**config.mk**
```make
export PLATFORM = sky130hd
export DESIGN_NAME = mfm_sector_byte_generator
export DESIGN_NICKNAME = d
export VERILOG_FILES = /design/src/hw/rtl/mfm_sbg_pkg.sv /design/src/hw/rtl/mfm_sector_byte_generator.sv
export SDC_FILE = /design/constraint.sdc
export NUM_CORES = 1
export LEC_CHECK = 0
export ABC_AREA = 1
export BUFFER_PORTS_ARGS = -buffer_cell sky130_fd_sc_hd__buf_2
export CAP_MARGIN = 15
export CORE_MARGIN = 2
export CORE_UTILIZATION = 55
export DETAILED_ROUTE_END_ITERATION = 8
export GPL_TIMING_DRIVEN = 0
export PLACE_DENSITY = 0.81
export REMOVE_ABC_BUFFERS = 1
export SETUP_SLACK_MARGIN = 0.2
export SYNTH_ARGS = -nofsm -noshare
export SYNTH_HDL_FRONTEND = slang
export SYNTH_SLANG_ARGS = --single-unit
```
**constraint.sdc**
```tcl
create_clock -name clock -period 3.81 [get_ports clock]
set_clock_uncertainty 0.2 [all_clocks]
set_input_delay 0.762 -clock clock [delete_from_list [all_inputs] [get_ports clock]]
set_output_delay 0.762 -clock clock [all_outputs]
set_load 0.1 [all_outputs]
```
**src/hw/rtl/mfm_sbg_pkg.sv**
```systemverilog
`timescale 1ns / 1ps
// ----------------------------------------------------------------------------
// mfm_sbg_pkg
// Shared constants, types and the CRC step for the MFM sector byte generator.
// ----------------------------------------------------------------------------
package mfm_sbg_pkg;

   // default geometry
   localparam int SECTOR_BYTES_DEFAULT = 256;
   localparam int TRAIL_GAP_DEFAULT    = 22;

   // fixed layout positions ahead of the data field
   localparam int POS_GAP1_END  = 22;
   localparam int POS_ID_SYNC   = 34;
   localparam int POS_ID_MARK   = 37;
   localparam int POS_TRACK     = 38;
   localparam int POS_SIDE      = 39;
   localparam int POS_SECT      = 40;
   localparam int POS_SIZE      = 41;
   localparam int POS_ID_CRC    = 42;
   localparam int POS_GAP2      = 44;
   localparam int POS_ZERO2     = 66;
   localparam int POS_DATA_SYNC = 74;
   localparam int POS_DATA_MARK = 77;
   localparam int POS_DATA      = 78;

   // stream byte codes
   localparam logic [7:0] BYTE_GAP       = 8'h4E;
   localparam logic [7:0] BYTE_ZERO      = 8'h00;
   localparam logic [7:0] BYTE_SYNC      = 8'hA1;
   localparam logic [7:0] BYTE_ID_MARK   = 8'hFE;
   localparam logic [7:0] BYTE_DATA_MARK = 8'hFB;

   // crc constants
   localparam logic [15:0] CRC_PRESET = 16'hFFFF;
   localparam logic [15:0] CRC_POLY   = 16'h1021;

   // register interface
   localparam int CSR_ADDR_W = 4;
   localparam int CSR_DATA_W = 32;

   typedef enum logic [1:0] {
      CSR_SIDE_NUMBER   = 2'd0,
      CSR_SECTOR_NUMBER = 2'd1,
      CSR_SIZE_CODE     = 2'd2,
      CSR_UNUSED        = 2'd3
   } csr_index_type;

   localparam logic [1:0] SIZE_CODE_RESET = 2'd1;

   // one byte of crc-16-ccitt, msb first
   function automatic logic [15:0] crc_update(input logic [15:0] crc, input logic [7:0] b);
      logic [15:0] c;
      c = crc ^ {b, 8'h00};
      for (int i = 0; i < 8; i++) begin
         if (c[15]) begin
            c = {c[14:0], 1'b0} ^ CRC_POLY;
         end else begin
            c = {c[14:0], 1'b0};
         end
      end
      return c;
   endfunction

endpackage

```
**src/hw/rtl/mfm_sector_byte_generator.sv**
```systemverilog
`timescale 1ns / 1ps
// ----------------------------------------------------------------------------
// mfm_sector_byte_generator
// Raw IBM MFM sector byte stream source with running ID and data CRCs.
// ----------------------------------------------------------------------------
// Usage:
//   Each request on the req_ channel either asks for the next stream byte
//   (req_op = 0) or reports a head step (req_op = 1), which loads the track
//   number from req_new_track and restarts the sector at its first gap byte.
//   An emit request yields one response on the rsp_ channel carrying the byte
//   and a flag on the last trailing gap byte; a step request yields none.
//   Side, sector and size code of the ID field sit in three registers on the
//   APB port at byte addresses 0, 4 and 8; write them only while idle.
//   Latency: the response is valid in the cycle after its request is taken.
//   Throughput: one request per cycle while req_ready is high; byte, CRC step
//   and position update are all done in one pass from the state registers.
//   A single output register holds the response; while the receiver stalls,
//   req_ready stays low only as long as that register is full and not taken.
//   Reset clears position, track and CRC, sets size code to 1 and empties the
//   output register; the block is ready in the first cycle after reset.
// ----------------------------------------------------------------------------
module mfm_sector_byte_generator #(
   parameter int SECTOR_BYTES = mfm_sbg_pkg::SECTOR_BYTES_DEFAULT,
   parameter int TRAIL_GAP    = mfm_sbg_pkg::TRAIL_GAP_DEFAULT
) (
   input  logic                               clock,
   input  logic                               reset,
   // request channel
   input  logic                               req_valid,
   output logic                               req_ready,
   input  logic                               req_op,
   input  logic [7:0]                         req_new_track,
   // response channel
   output logic                               rsp_valid,
   input  logic                               rsp_ready,
   output logic [7:0]                         rsp_data_byte,
   output logic                               rsp_last_of_sector,
   // register port
   input  logic                               psel,
   input  logic                               penable,
   input  logic                               pwrite,
   input  logic [mfm_sbg_pkg::CSR_ADDR_W-1:0] paddr,
   input  logic [mfm_sbg_pkg::CSR_DATA_W-1:0] pwdata,
   output logic [mfm_sbg_pkg::CSR_DATA_W-1:0] prdata,
   output logic                               pready
);

   // positions that follow from the geometry
   localparam int PosDataCrc = mfm_sbg_pkg::POS_DATA + SECTOR_BYTES;
   localparam int PosLast    = PosDataCrc + 1 + TRAIL_GAP;
   localparam int PosW       = $clog2(PosLast + 1);

   localparam logic [PosW-1:0] PGap1End  = PosW'(mfm_sbg_pkg::POS_GAP1_END);
   localparam logic [PosW-1:0] PIdSync   = PosW'(mfm_sbg_pkg::POS_ID_SYNC);
   localparam logic [PosW-1:0] PIdMark   = PosW'(mfm_sbg_pkg::POS_ID_MARK);
   localparam logic [PosW-1:0] PTrack    = PosW'(mfm_sbg_pkg::POS_TRACK);
   localparam logic [PosW-1:0] PSide     = PosW'(mfm_sbg_pkg::POS_SIDE);
   localparam logic [PosW-1:0] PSect     = PosW'(mfm_sbg_pkg::POS_SECT);
   localparam logic [PosW-1:0] PSize     = PosW'(mfm_sbg_pkg::POS_SIZE);
   localparam logic [PosW-1:0] PIdCrcHi  = PosW'(mfm_sbg_pkg::POS_ID_CRC);
   localparam logic [PosW-1:0] PIdCrcLo  = PosW'(mfm_sbg_pkg::POS_ID_CRC + 1);
   localparam logic [PosW-1:0] PZero2    = PosW'(mfm_sbg_pkg::POS_ZERO2);
   localparam logic [PosW-1:0] PDataSync = PosW'(mfm_sbg_pkg::POS_DATA_SYNC);
   localparam logic [PosW-1:0] PDataMark = PosW'(mfm_sbg_pkg::POS_DATA_MARK);
   localparam logic [PosW-1:0] PData     = PosW'(mfm_sbg_pkg::POS_DATA);
   localparam logic [PosW-1:0] PDCrcHi   = PosW'(PosDataCrc);
   localparam logic [PosW-1:0] PDCrcLo   = PosW'(PosDataCrc + 1);
   localparam logic [PosW-1:0] PLast     = PosW'(PosLast);

   // state
   logic [PosW-1:0] pos_ff, pos_in;
   logic [7:0]      track_ff, track_in;
   logic [15:0]     crc_ff, crc_in;
   logic            side_ff, side_in;
   logic [7:0]      sector_ff, sector_in;
   logic [1:0]      size_ff, size_in;
   logic            rsp_valid_ff, rsp_valid_in;
   logic [7:0]      rsp_byte_ff, rsp_byte_in;
   logic            rsp_last_ff, rsp_last_in;

   logic            req_take;
   logic            emit_take;
   logic [PosW-1:0] pos_cur;
   logic [PosW-1:0] data_idx;
   logic [7:0]      cur_byte;
   logic            cur_last;
   logic            csr_write;
   mfm_sbg_pkg::csr_index_type csr_idx;

   // handshake
   assign req_ready = !rsp_valid_ff || rsp_ready;
   assign req_take  = req_valid && req_ready;
   assign emit_take = req_take && !req_op;

   // current position, guarded against running past the end
   assign pos_cur  = (pos_ff > PLast) ? '0 : pos_ff;
   assign data_idx = pos_cur - PData;
   assign cur_last = (pos_cur == PLast);

   // byte at the current position
   always_comb begin
      if (pos_cur < PGap1End) begin
         cur_byte = mfm_sbg_pkg::BYTE_GAP;
      end else if (pos_cur < PIdSync) begin
         cur_byte = mfm_sbg_pkg::BYTE_ZERO;
      end else if (pos_cur < PIdMark) begin
         cur_byte = mfm_sbg_pkg::BYTE_SYNC;
      end else if (pos_cur == PIdMark) begin
         cur_byte = mfm_sbg_pkg::BYTE_ID_MARK;
      end else if (pos_cur == PTrack) begin
         cur_byte = track_ff;
      end else if (pos_cur == PSide) begin
         cur_byte = {7'd0, side_ff};
      end else if (pos_cur == PSect) begin
         cur_byte = sector_ff;
      end else if (pos_cur == PSize) begin
         cur_byte = {6'd0, size_ff};
      end else if (pos_cur == PIdCrcHi) begin
         cur_byte = crc_ff[15:8];
      end else if (pos_cur == PIdCrcLo) begin
         cur_byte = crc_ff[7:0];
      end else if (pos_cur < PZero2) begin
         cur_byte = mfm_sbg_pkg::BYTE_GAP;
      end else if (pos_cur < PDataSync) begin
         cur_byte = mfm_sbg_pkg::BYTE_ZERO;
      end else if (pos_cur < PDataMark) begin
         cur_byte = mfm_sbg_pkg::BYTE_SYNC;
      end else if (pos_cur == PDataMark) begin
         cur_byte = mfm_sbg_pkg::BYTE_DATA_MARK;
      end else if (pos_cur < PDCrcHi) begin
         cur_byte = data_idx[7:0];
      end else if (pos_cur == PDCrcHi) begin
         cur_byte = crc_ff[15:8];
      end else if (pos_cur == PDCrcLo) begin
         cur_byte = crc_ff[7:0];
      end else begin
         cur_byte = mfm_sbg_pkg::BYTE_GAP;
      end
   end

   // position, track and crc update
   always_comb begin
      pos_in   = pos_ff;
      track_in = track_ff;
      crc_in   = crc_ff;
      if (req_take && req_op) begin
         track_in = req_new_track;
         pos_in   = '0;
      end else if (emit_take) begin
         pos_in = cur_last ? '0 : pos_cur + 1'b1;
         if (pos_cur == PIdSync || pos_cur == PDataSync) begin
            crc_in = mfm_sbg_pkg::crc_update(mfm_sbg_pkg::CRC_PRESET, cur_byte);
         end else if (pos_cur != PIdCrcHi && pos_cur != PIdCrcLo &&
                      pos_cur != PDCrcHi && pos_cur != PDCrcLo) begin
            crc_in = mfm_sbg_pkg::crc_update(crc_ff, cur_byte);
         end
      end
   end

   // output register
   always_comb begin
      rsp_valid_in = rsp_valid_ff && !rsp_ready;
      rsp_byte_in  = rsp_byte_ff;
      rsp_last_in  = rsp_last_ff;
      if (emit_take) begin
         rsp_valid_in = 1'b1;
         rsp_byte_in  = cur_byte;
         rsp_last_in  = cur_last;
      end
   end

   // register port
   assign pready    = 1'b1;
   assign csr_idx   = mfm_sbg_pkg::csr_index_type'(paddr[3:2]);
   assign csr_write = psel && penable && pwrite && pready;

   always_comb begin
      side_in   = side_ff;
      sector_in = sector_ff;
      size_in   = size_ff;
      if (csr_write) begin
         unique case (csr_idx)
            mfm_sbg_pkg::CSR_SIDE_NUMBER:   side_in   = pwdata[0];
            mfm_sbg_pkg::CSR_SECTOR_NUMBER: sector_in = pwdata[7:0];
            mfm_sbg_pkg::CSR_SIZE_CODE:     size_in   = pwdata[1:0];
            default: ;
         endcase
      end
   end

   always_comb begin
      unique case (csr_idx)
         mfm_sbg_pkg::CSR_SIDE_NUMBER:   prdata = {31'd0, side_ff};
         mfm_sbg_pkg::CSR_SECTOR_NUMBER: prdata = {24'd0, sector_ff};
         mfm_sbg_pkg::CSR_SIZE_CODE:     prdata = {30'd0, size_ff};
         default:                        prdata = '0;
      endcase
   end

   // control and configuration registers
   always_ff @(posedge clock) begin
      if (reset) begin
         pos_ff       <= '0;
         track_ff     <= '0;
         crc_ff       <= '0;
         side_ff      <= 1'b0;
         sector_ff    <= '0;
         size_ff      <= mfm_sbg_pkg::SIZE_CODE_RESET;
         rsp_valid_ff <= 1'b0;
      end else begin
         pos_ff       <= pos_in;
         track_ff     <= track_in;
         crc_ff       <= crc_in;
         side_ff      <= side_in;
         sector_ff    <= sector_in;
         size_ff      <= size_in;
         rsp_valid_ff <= rsp_valid_in;
      end
   end

   // response payload
   always_ff @(posedge clock) begin
      rsp_byte_ff <= rsp_byte_in;
      rsp_last_ff <= rsp_last_in;
   end

   assign rsp_valid          = rsp_valid_ff;
   assign rsp_data_byte      = rsp_byte_ff;
   assign rsp_last_of_sector = rsp_last_ff;

   // checks
   a_pos_in_range: assert property (@(posedge clock) disable iff (reset)
      pos_ff <= PLast)
      else $error("position beyond end of sector");

   a_step_restarts: assert property (@(posedge clock) disable iff (reset)
      req_take && req_op |=> pos_ff == '0)
      else $error("head step did not restart the sector");

   a_wrap_at_last: assert property (@(posedge clock) disable iff (reset)
      emit_take && pos_ff == PLast |=> pos_ff == '0 && rsp_last_ff)
      else $error("no wrap after last byte");

   a_last_is_gap: assert property (@(posedge clock) disable iff (reset)
      rsp_valid_ff && rsp_last_ff |-> rsp_byte_ff == mfm_sbg_pkg::BYTE_GAP)
      else $error("last byte of sector is not gap");

   a_emit_gives_rsp: assert property (@(posedge clock) disable iff (reset)
      emit_take |=> rsp_valid_ff)
      else $error("emit request produced no response");

endmodule

```
After elaboration in Yosys (flattened, before gate mapping)
Index checks and enable logic that the tools add are counted.
- register bits: 54
- input bits: 52
- output and inout port bits: 44
- word-level logic and storage cells: 166
- add/subtract/negate cells: 2
- order comparisons: 8
- eq/ne operators: 19
- mux-type cells: 88
- bitwise gates (word level): 19
- reduce and logical (&&, ||, !) cells: 21
- operators by type and width (cell ; count):
    $mux 16 ; 51
    $mux 13 ; 16
    $mux 8 ; 17
    $eq 9x6->1 const B ; 8
    $not 3->3 ; 16
    $eq 9x9->1 const B ; 3
    $lt 9x7->1 const B ; 3
    $pmux 8 s3 ; 1
    $eq 9x7->1 const B ; 2
    $lt 9x6->1 const B ; 2
    $mux 9 ; 2
    $ne 9x6->1 const B ; 2
    $ne 9x9->1 const B ; 2
    $not 16->16 ; 1
    $xor 16x16->16 ; 1
    $add 9x1->9 const B ; 1
    $gt 9x9->1 const B ; 1
    $logic_and 1x1->1 ; 9
    $lt 9x5->1 const B ; 1
    $lt 9x9->1 const B ; 1
    $sub 8x7->8 const B ; 1
    $reduce_and 2->1 ; 3
    $logic_not 1->1 ; 3
    $reduce_and 3->1 ; 1
    other kinds (8) ; 9

Depth between registers and ports, before layout
Gate-level depths: netlist of the first run.
- depth in word-level cells: 67
- mapped depth: 31
- depth with buffers taken out: 31

Least setup slack after synthesis of the first run
Ideal clock, no wire load.
- path type: input to output
- from: in paddr[2] (netlist name)
- to: out prdata[1] (netlist name)
- data arrival time: 2511 ps
- data required time: 2848 ps
- slack: 337 ps
- cell stages on the path: 4
- buffers on the path: 0
- path through: inv_1 > nor2_1 > inv_1 > o22ai_1
- longest elaborated chain between the ends: 2
- elaborated cells on any way between the ends: 4
- those cells by class: 2 x eq/ne; 1 x mux; 1 x reduce/logical
- ends and longest elaborated chain (element ; line ; source):
    start, declared ; mfm_sector_byte_generator.sv:42 ; input logic [mfm_sbg_pkg::CSR_ADDR_W-1:0] paddr,
    $eq 2x2->1 (tied with other cells) ; mfm_sector_byte_generator.sv:192 ; unique case (csr_idx)
    $pmux 8 s3 (*) ; mfm_sector_byte_generator.sv:192 ;
    end, declared ; mfm_sector_byte_generator.sv:44 ; output logic [mfm_sbg_pkg::CSR_DATA_W-1:0] prdata,
Mark *: on every way between the ends. The rest lies on a longest branch, timed or not.

Final worst setup path of the first run
- from: reg pos_ff[5]
- to: reg crc_ff[8]
- longest elaborated chain between the ends: 57
- elaborated cells on any way between the ends: 114
- those cells by class: 1 x add/sub; 8 x order compare; 16 x eq/ne; 79 x mux; 4 x bitwise; 6 x reduce/logical
- ends and longest elaborated chain (element ; line ; source):
    start, declared ; mfm_sector_byte_generator.sv:71 ; logic [PosW-1:0] pos_ff, pos_in;
    start signal, assigned ; mfm_sector_byte_generator.sv:211 ; pos_ff <= pos_in;
    $gt 9x9->1 ; mfm_sector_byte_generator.sv:96 ; assign pos_cur = (pos_ff > PLast) ? '0 : pos_ff;
    $mux 9 (*) ; mfm_sector_byte_generator.sv:96 ;
    parallel branches: the longest is 55 deep, another holds $sub 8x7->8 ; - ;
    end signal, assigned ; mfm_sector_byte_generator.sv:213 ; crc_ff <= crc_in;
    end, declared ; mfm_sector_byte_generator.sv:73 ; logic [15:0] crc_ff, crc_in;
Every way passes the cells marked *. The select of a mux whose other input is x is not followed.
A chain may end at the register's enable or synchronous reset.

==> results by group, run 1 <==
Status
  – Outcome: finished clean

Placement
  – Post-placement cell count: 837
  – Final Wtd Congestion: 0.957
  – Buffers on Ports: 44
  – HPWL after DPL: 8.78 mm

Setup path
  – CP arrival: 3.41 ns
  – Critical Path Stages: 18
  – Crit path top cell by count: nand2_1
  – Critical path class: flip-flop to flip-flop
  – Critical path fanouts, max: 13
  – Depth of the most critical reg-to-reg path: 18
  – Cell family with most CP delay: simple AND/OR/NAND/NOR gates
  – CP startpoint kind: flip-flop
  – Slowest CP cell: nand3_1
  – Largest stage delay, worst path: 0.46 ns
  – Reg2reg setup slack: 0.39 ns
  – CP Capture Type: flip-flop
  – WP data required: 3.81 ns
  – CP bufs+invs: 3
  – Critical Path, Cell by Cell: nand2_2 -> nand2_2 -> nand3_4 -> nand2_2 -> nand3_1 -> inv_1 -> nand3_1 -> nand2_1 -> nand3_1 -> clkinvlp_4 -> buf_4 -> nand2_1 -> nand2_1 -> nand2_1 -> nand2_1 -> nand2_1 -> nand2_1 -> a21oi_1

Timing
  – Pins over their slew limit: 0
  – Final hold violations: 0
  – Final period utilization: 0.896
  – Worst slew pin tran: 0.670 ns
  – FMAX: 293 MHz
  – Setup TNS Final: 0 ns
  – Slew headroom: 0.552
  – Hold slack: 0.249 ns
  – RSZ-0062 raised after global routing: yes
  – Crit path time final: 3.42 ns
  – # setup viols final: 0

Global route
  – Largest net degree at the start of global routing: 27
  – Initial antenna violation count: 0
  – Grt ovf: 0
  – Vias in the first global route: 4113
  – Tot GR Track Use: 0.272
  – First-pass GRT wire length: 19.0 mm

Routing
  – Vias after detailed routing: 4714
  – Vias per inst: 5.42
  – Total wire length: 11.9 mm
  – Starting DRC count in detailed routing: 566
  – Drc violations: 0
  – Wire per inst: 13.6 um
  – DRT Pass-1 Iters: 6
  – Antenna Nets Post-Route: 0

Pwr
  – Maximum vdd drop: 0.290 mV
  – Power Density: 251 nW/um^2
  – Leakage: 2.32 nW

Die
  – Row count: 32
  – Die H: 92.6 um
  – Die area: 8570 sq um
  – Die width: 92.6 um
  – Core area: 7650 sq um
  – Initial Util: 0.564
  – Io pins: 96

Synth
  – Seq cells post-synth: 54
  – Most frequent cell after synthesis: nand2_1
  – Synth Warn #: 0
  – Gate Count Post-Synth: 708
  – Post-synth EDFFs: 9
  – Seq/Total Area, Yosys: 0.271
  – Area leader, netlist: dfxtp_1
  – Asr flop ratio synth: 0
  – Largest cells by area after synthesis: dfxtp_1, nand2_1, inv_1, nand3_1, edfxtp_1
  – Top FF cell, synth: dfxtp_1
  – Commonest cells post-synth: nand2_1, inv_1, nand3_1, o21ai_0, a21oi_1
  – Syn avg cell area: 6.10 sq um
  – Yosys top cell area share: 0.209
  – Mapped cell area: 4320 sq um
  – Post-synth cell types: 46

Clock tree
  – Clock Sinks: 54
  – CTS tree: yes
  – CTS Hold Bufs: 0
  – Clk_lat worst skew: 0.32 ns
  – Total CTS buffers: 5
  – CTS Root Cell: clkbuf_8
  – CTS H-tree depth: 2
  – Worst-path clk slew: 0.11 ns
  – Clock buffer depth: 2

Worst hold path
  – Hold Path Depth: 2
  – Worst hold path type: flip-flop to flip-flop

Layout
  – # diodes: 0
  – Area Growth Syn to Fin: 15.4%
  – Final #Nets: 824
  – Final non-filler cell total: 870
  – Layout cells sized above 1: 0.210
  – Layout Utilization: 0.651

Job
  – Max Cap Viol: 0
==> state kept, by name, indices dropped and copies added (netlist names) <==
signal              flops
crc_ff                 16
pos_ff                  9
rsp_data_byte           8
rsp_last_of_sector      1
rsp_valid               1
sector_ff               8
side_ff                 1
size_ff                 2
track_ff                8
==> repair_timing <==
item | in CTS | in global routing
buffers inserted | 3 | 21
endpoints found under the setup margin | 15 | 16
gates resized for setup | 17 | 47
pin swaps | 1 | 11
gates cloned | 0 | 1
==> worst paths after layout <==
check / endpoint / start
max: crc_ff[8] / pos_ff[5]
min: track_ff[0] / track_ff[0]
max reg2reg: crc_ff[8] / pos_ff[5]
min reg2reg: track_ff[0] / track_ff[0]
==> cell families (layout without fill, tap and decap cells) <==
kind of cell | count (synthesis) | in the layout | synth area share
AO/OA/AOI/OAI | 128 | 128 | 0.163
adder cells (fa/ha/maj) | 5 | 5 | 0.0145
buffers and inverters | 161 | 197 | 0.166
other | 2 | 25 | 0.00174
flip-flops | 54 | 54 | 0.271
XOR/XNOR | 6 | 6 | 0.0122
AND/OR/NAND/NOR | 352 | 353 | 0.371
==> worst reg2reg max path: cells and delay by family (launching register included) <==
| kind | cells | cell delay (ns) |
|---|---|---|
| simple gates | 14 | 1.91 |
| buf+inv | 3 | 0.71 |
| flops | 1 | 0.41 |
| compound gates | 1 | 0.05 |
==> metal layers <==
metal	up-vias	share of wire	track usage
li1	2343	-	-
met2	225	0.47	0.467
met1	2129	0.44	0.367
met3	17	0.075	0.0260
met5	-	0	0
met4	0	0.015	0.0709
==> report_power, final <==
group / switching, W / total [W] / internal [W]
Combinational: 0.000242 / 0.000297 / 0.0000551
Sequential: 0.0000194 / 0.000617 / 0.000598
Clock: 0.000208 / 0.000338 / 0.000130
Total: 0.000469 / 0.00125 / 0.000783
==> cell usage in the layout (no fill, tap or decap), types with 2 or more instances in the layout <==
cell type,count
nand2_1,181
inv_1,107
nand3_1,56
o21ai_0,52
a21oi_1,49
buf_2,44
nor2_1,39
dfxtp_1,38
nand2_2,32
conb_1,25
buf_4,24
nand4_1,12
edfxtp_1,9
inv_2,8
o211ai_1,7
nand3_2,7
nor2_4,7
dfxtp_4,6
ha_1,5
clkbuf_8,5
xor2_1,4
nand2_4,4
o22ai_1,3
o21ai_1,3
nand3_4,3
nor4_1,2
clkinv_1,2
clkinvlp_4,2
a31oi_1,2
nor3_4,2
nor2_2,2
o2111ai_1,2
clkinv_2,2
==> metrics by stage <==
stage                     cell area (sq um)  setup slack, ns  power, W
after global routing                   4980           0.0731   0.00130
final                                  4980            0.395   0.00125
after floorplan                        4140            0.325  0.000872
after detailed placement               4490          -0.0949  0.000924
after CTS                              4660            0.228   0.00126
after global placement                 4480          -0.0365  0.000917
==> layout make-up <==
cell class	count	area [sq um]
clock buffers	5	68.8
clock inverters	3	18.8
fillers	708	2670
inverters	120	460
multi-input cells	517	2700
flip-flops and latches	54	1190
well taps	102	128
repair buffers	69	408
Power figures use the tool's default switching activity.
==> run 2, diff against run 1 <==
--- a/config.mk
+++ b/config.mk
@@ -12,7 +12,7 @@
 export CORE_UTILIZATION = 55
 export DETAILED_ROUTE_END_ITERATION = 8
 export GPL_TIMING_DRIVEN = 0
-export PLACE_DENSITY = 0.81
+export PLACE_DENSITY = 0.84
 export REMOVE_ABC_BUFFERS = 1
 export SETUP_SLACK_MARGIN = 0.2
 export SYNTH_ARGS = -nofsm -noshare
==> results by group, run 2 (same netlist as run 1, synthesis figures left out) <==
Die
  – Row count: 32 (unchanged)
  – Io pins: 96 (unchanged)
  – Die H: 92.6 um (unchanged)
  – Die area: 8570 sq um (unchanged)
  – Initial Util: 0.564 (unchanged)
  – Core area: 7650 sq um (unchanged)
  – Die width: 92.6 um (unchanged)

Placement
  – Placed cell areas: 4490 sq um (unchanged)
  – Pre-CTS setup slack: -0.0486 ns (was -0.0949 ns)
  – HPWL after DPL: 8.88 mm (was 8.78 mm)
  – Buffers on Ports: 44 (unchanged)
  – Final Wtd Congestion: 0.955 (was 0.957)

Clock tree
  – CTS Root Cell: clkbuf_8 (unchanged)
  – Clk_lat worst skew: 0.32 ns (about the same)
  – Clock Sinks: 54 (unchanged)
  – CTS H-tree depth: 2 (unchanged)
  – Worst-path clk slew: 0.11 ns (about the same)
  – CTS tree: yes (unchanged)
  – Total CTS buffers: 5 (unchanged)
  – Clock buffer depth: 2 (unchanged)
  – CTS Hold Bufs: 0 (unchanged)

Layout
  – Area occupied by multi-input gates: 2660 sq um (was 2700 sq um)
  – # diodes: 0 (unchanged)
  – Area Growth Syn to Fin: 13.9% (was 15.4%)
  – Max reg flops: 16 (unchanged)
  – Largest regs: crc_ff: 16 flops, pos_ff: 9 flops (unchanged)
  – Most frequent cells in the layout: nand2_1, inv_1, nand3_1, o21ai_0, a21oi_1 (unchanged)
  – FILL cells: 701 (was 708)
  – Final Cell Area: 4910 sq um (was 4980 sq um)
  – Sequential cell area: 1190 sq um (about the same)
  – Layout Utilization: 0.643 (was 0.651)
  – Biggest register: crc_ff (unchanged)
  – Most common cell after layout, fill and taps aside: nand2_1 (unchanged)
  – Final #Nets: 818 (was 824)
  – Layout cells sized above 1: 0.192 (was 0.210)

Global route
  – Initial antenna violation count: 0 (unchanged)
  – Tot GR Track Use: 0.269 (was 0.272)
  – First-pass GRT wire length: 18.7 mm (was 19.0 mm)
  – Grt ovf: 0 (unchanged)
  – Largest net degree at the start of global routing: 27 (unchanged)
  – Vias in the first global route: 4195 (was 4113)

Setup path
  – CP startpoint kind: flip-flop (unchanged)
  – WP data required: 3.87 ns (was 3.81 ns)
  – Crit path top cell by count: nand2_1 (unchanged)
  – CP Capture Type: flip-flop (unchanged)
  – Worst flop-to-flop path startpoint: pos_ff[4] (was pos_ff[5])
  – Slowest CP cell: dfxtp_4 (was nand3_1)
  – CP arrival: 3.59 ns (was 3.41 ns)
  – Cell family with most CP delay: simple AND/OR/NAND/NOR gates (unchanged)
  – Worst Setup SP: pos_ff[4] (was pos_ff[5])
  – CP bufs+invs: 2 (was 3)
  – Critical path fanouts, max: 5 (was 13)
  – Critical path class: flip-flop to flip-flop (unchanged)
  – Largest stage delay, worst path: 0.37 ns (was 0.46 ns)

Timing
  – Pins over their slew limit: 0 (unchanged)
  – # setup viols final: 0 (unchanged)
  – Worst slew pin tran: 0.672 ns (was 0.670 ns)
  – FMAX: 283 MHz (was 293 MHz)
  – RSZ-0062 raised after global routing: yes (unchanged)
  – Final hold violations: 0 (unchanged)
  – Slew headroom: 0.551 (was 0.552)
  – Final period utilization: 0.927 (was 0.896)
  – Hold slack: 0.247 ns (was 0.249 ns)
  – Final WS setup: 0.279 ns (was 0.395 ns)
  – Crit path time final: 3.53 ns (was 3.42 ns)

Pwr
  – Total power: 0.00126 W (was 0.00125 W)
  – Maximum vdd drop: 0.233 mV (was 0.290 mV)
  – Leakage: 2.31 nW (was 2.32 nW)
  – Power Density: 257 nW/um^2 (was 251 nW/um^2)

Status
  – Outcome: finished clean (unchanged)

Job
  – Max Cap Viol: 0 (unchanged)

Routing
  – Wire per inst: 14.0 um (was 13.6 um)
  – Vias per inst: 5.56 (was 5.42)
  – Starting DRC count in detailed routing: 598 (was 566)
  – Antenna Nets Post-Route: 0 (unchanged)
  – DRT Pass-1 Iters: 6 (unchanged)
  – Total wire length: 12.1 mm (was 11.9 mm)
  – Vias after detailed routing: 4802 (was 4714)
  – Drc violations: 0 (unchanged)

Worst hold path
  – Worst hold path type: flip-flop to flip-flop (unchanged)
  – Origin of the worst min-delay path: track_ff[0] (unchanged)
[run 2: metrics by stage]
| step | TNS (ns) | std cells |
|---|---|---|
| 2_1_floorplan | 0 | 690 |
| 3_3_place_gp | -0.107 | 836 |
| 3_5_place_dp | -0.260 | 837 |
| 4_1_cts | 0 | 847 |
| 5_1_grt | 0 | 864 |
| 6_report | 0 | 864 |
[run 2: worst register-to-register path: cells and delay by family, from the launching register on]
| kind | cells | cell delay (ns) |
|---|---|---|
| fa+ha+maj | 1 | 0.22 |
| compound gates | 2 | 0.32 |
| simple gates | 25 | 2.19 |
| flops | 1 | 0.37 |
| buf+inv | 2 | 0.21 |
[run 2: power by group]
group	internal [W]	switching, W
clock network	0.000130	0.000214
logic	0.0000544	0.000243
registers	0.000599	0.0000208
[run 2: path summary, 6_finish.rpt]
check / to / slack (ns) / depth (start not counted)
setup / recovery: crc_ff[6] / 0.28 / 30
hold / removal: track_ff[0] / 0.25 / 2
setup reg to reg: crc_ff[6] / 0.28 / 30
hold reg to reg: track_ff[0] / 0.25 / 2
[run 2: repair_timing]
item / in CTS / in global routing
setup buffers: 2 / 16
pin swaps: 1 / 6
gates cloned: 0 / 1
resized for setup: 11 / 44
setup endpoints to repair: 15 / 16
endpoints found under the hold margin: 0 / 0
[run 2: layout make-up]
| cell class | count | area share |
|---|---|---|
| Clock buffer | 5 | 0.0140 |
| Clock inverter | 3 | 0.00382 |
| Inverter | 120 | 0.0932 |
| Multi-Input combinational cell | 517 | 0.541 |
| Sequential cell | 54 | 0.243 |
| Tap cell | 102 | 0.0260 |
| Timing Repair Buffer | 63 | 0.0789 |
[run 2: routing by layer]
layer / vias to the layer above / global-route usage / wire length, um
met2: 287 / 0.437 / 5460
met4: 0 / 0.133 / 544
met1: 2128 / 0.350 / 5110
met5: - / 0 / 0
li1: 2329 / - / -
met3: 58 / 0.0358 / 1000
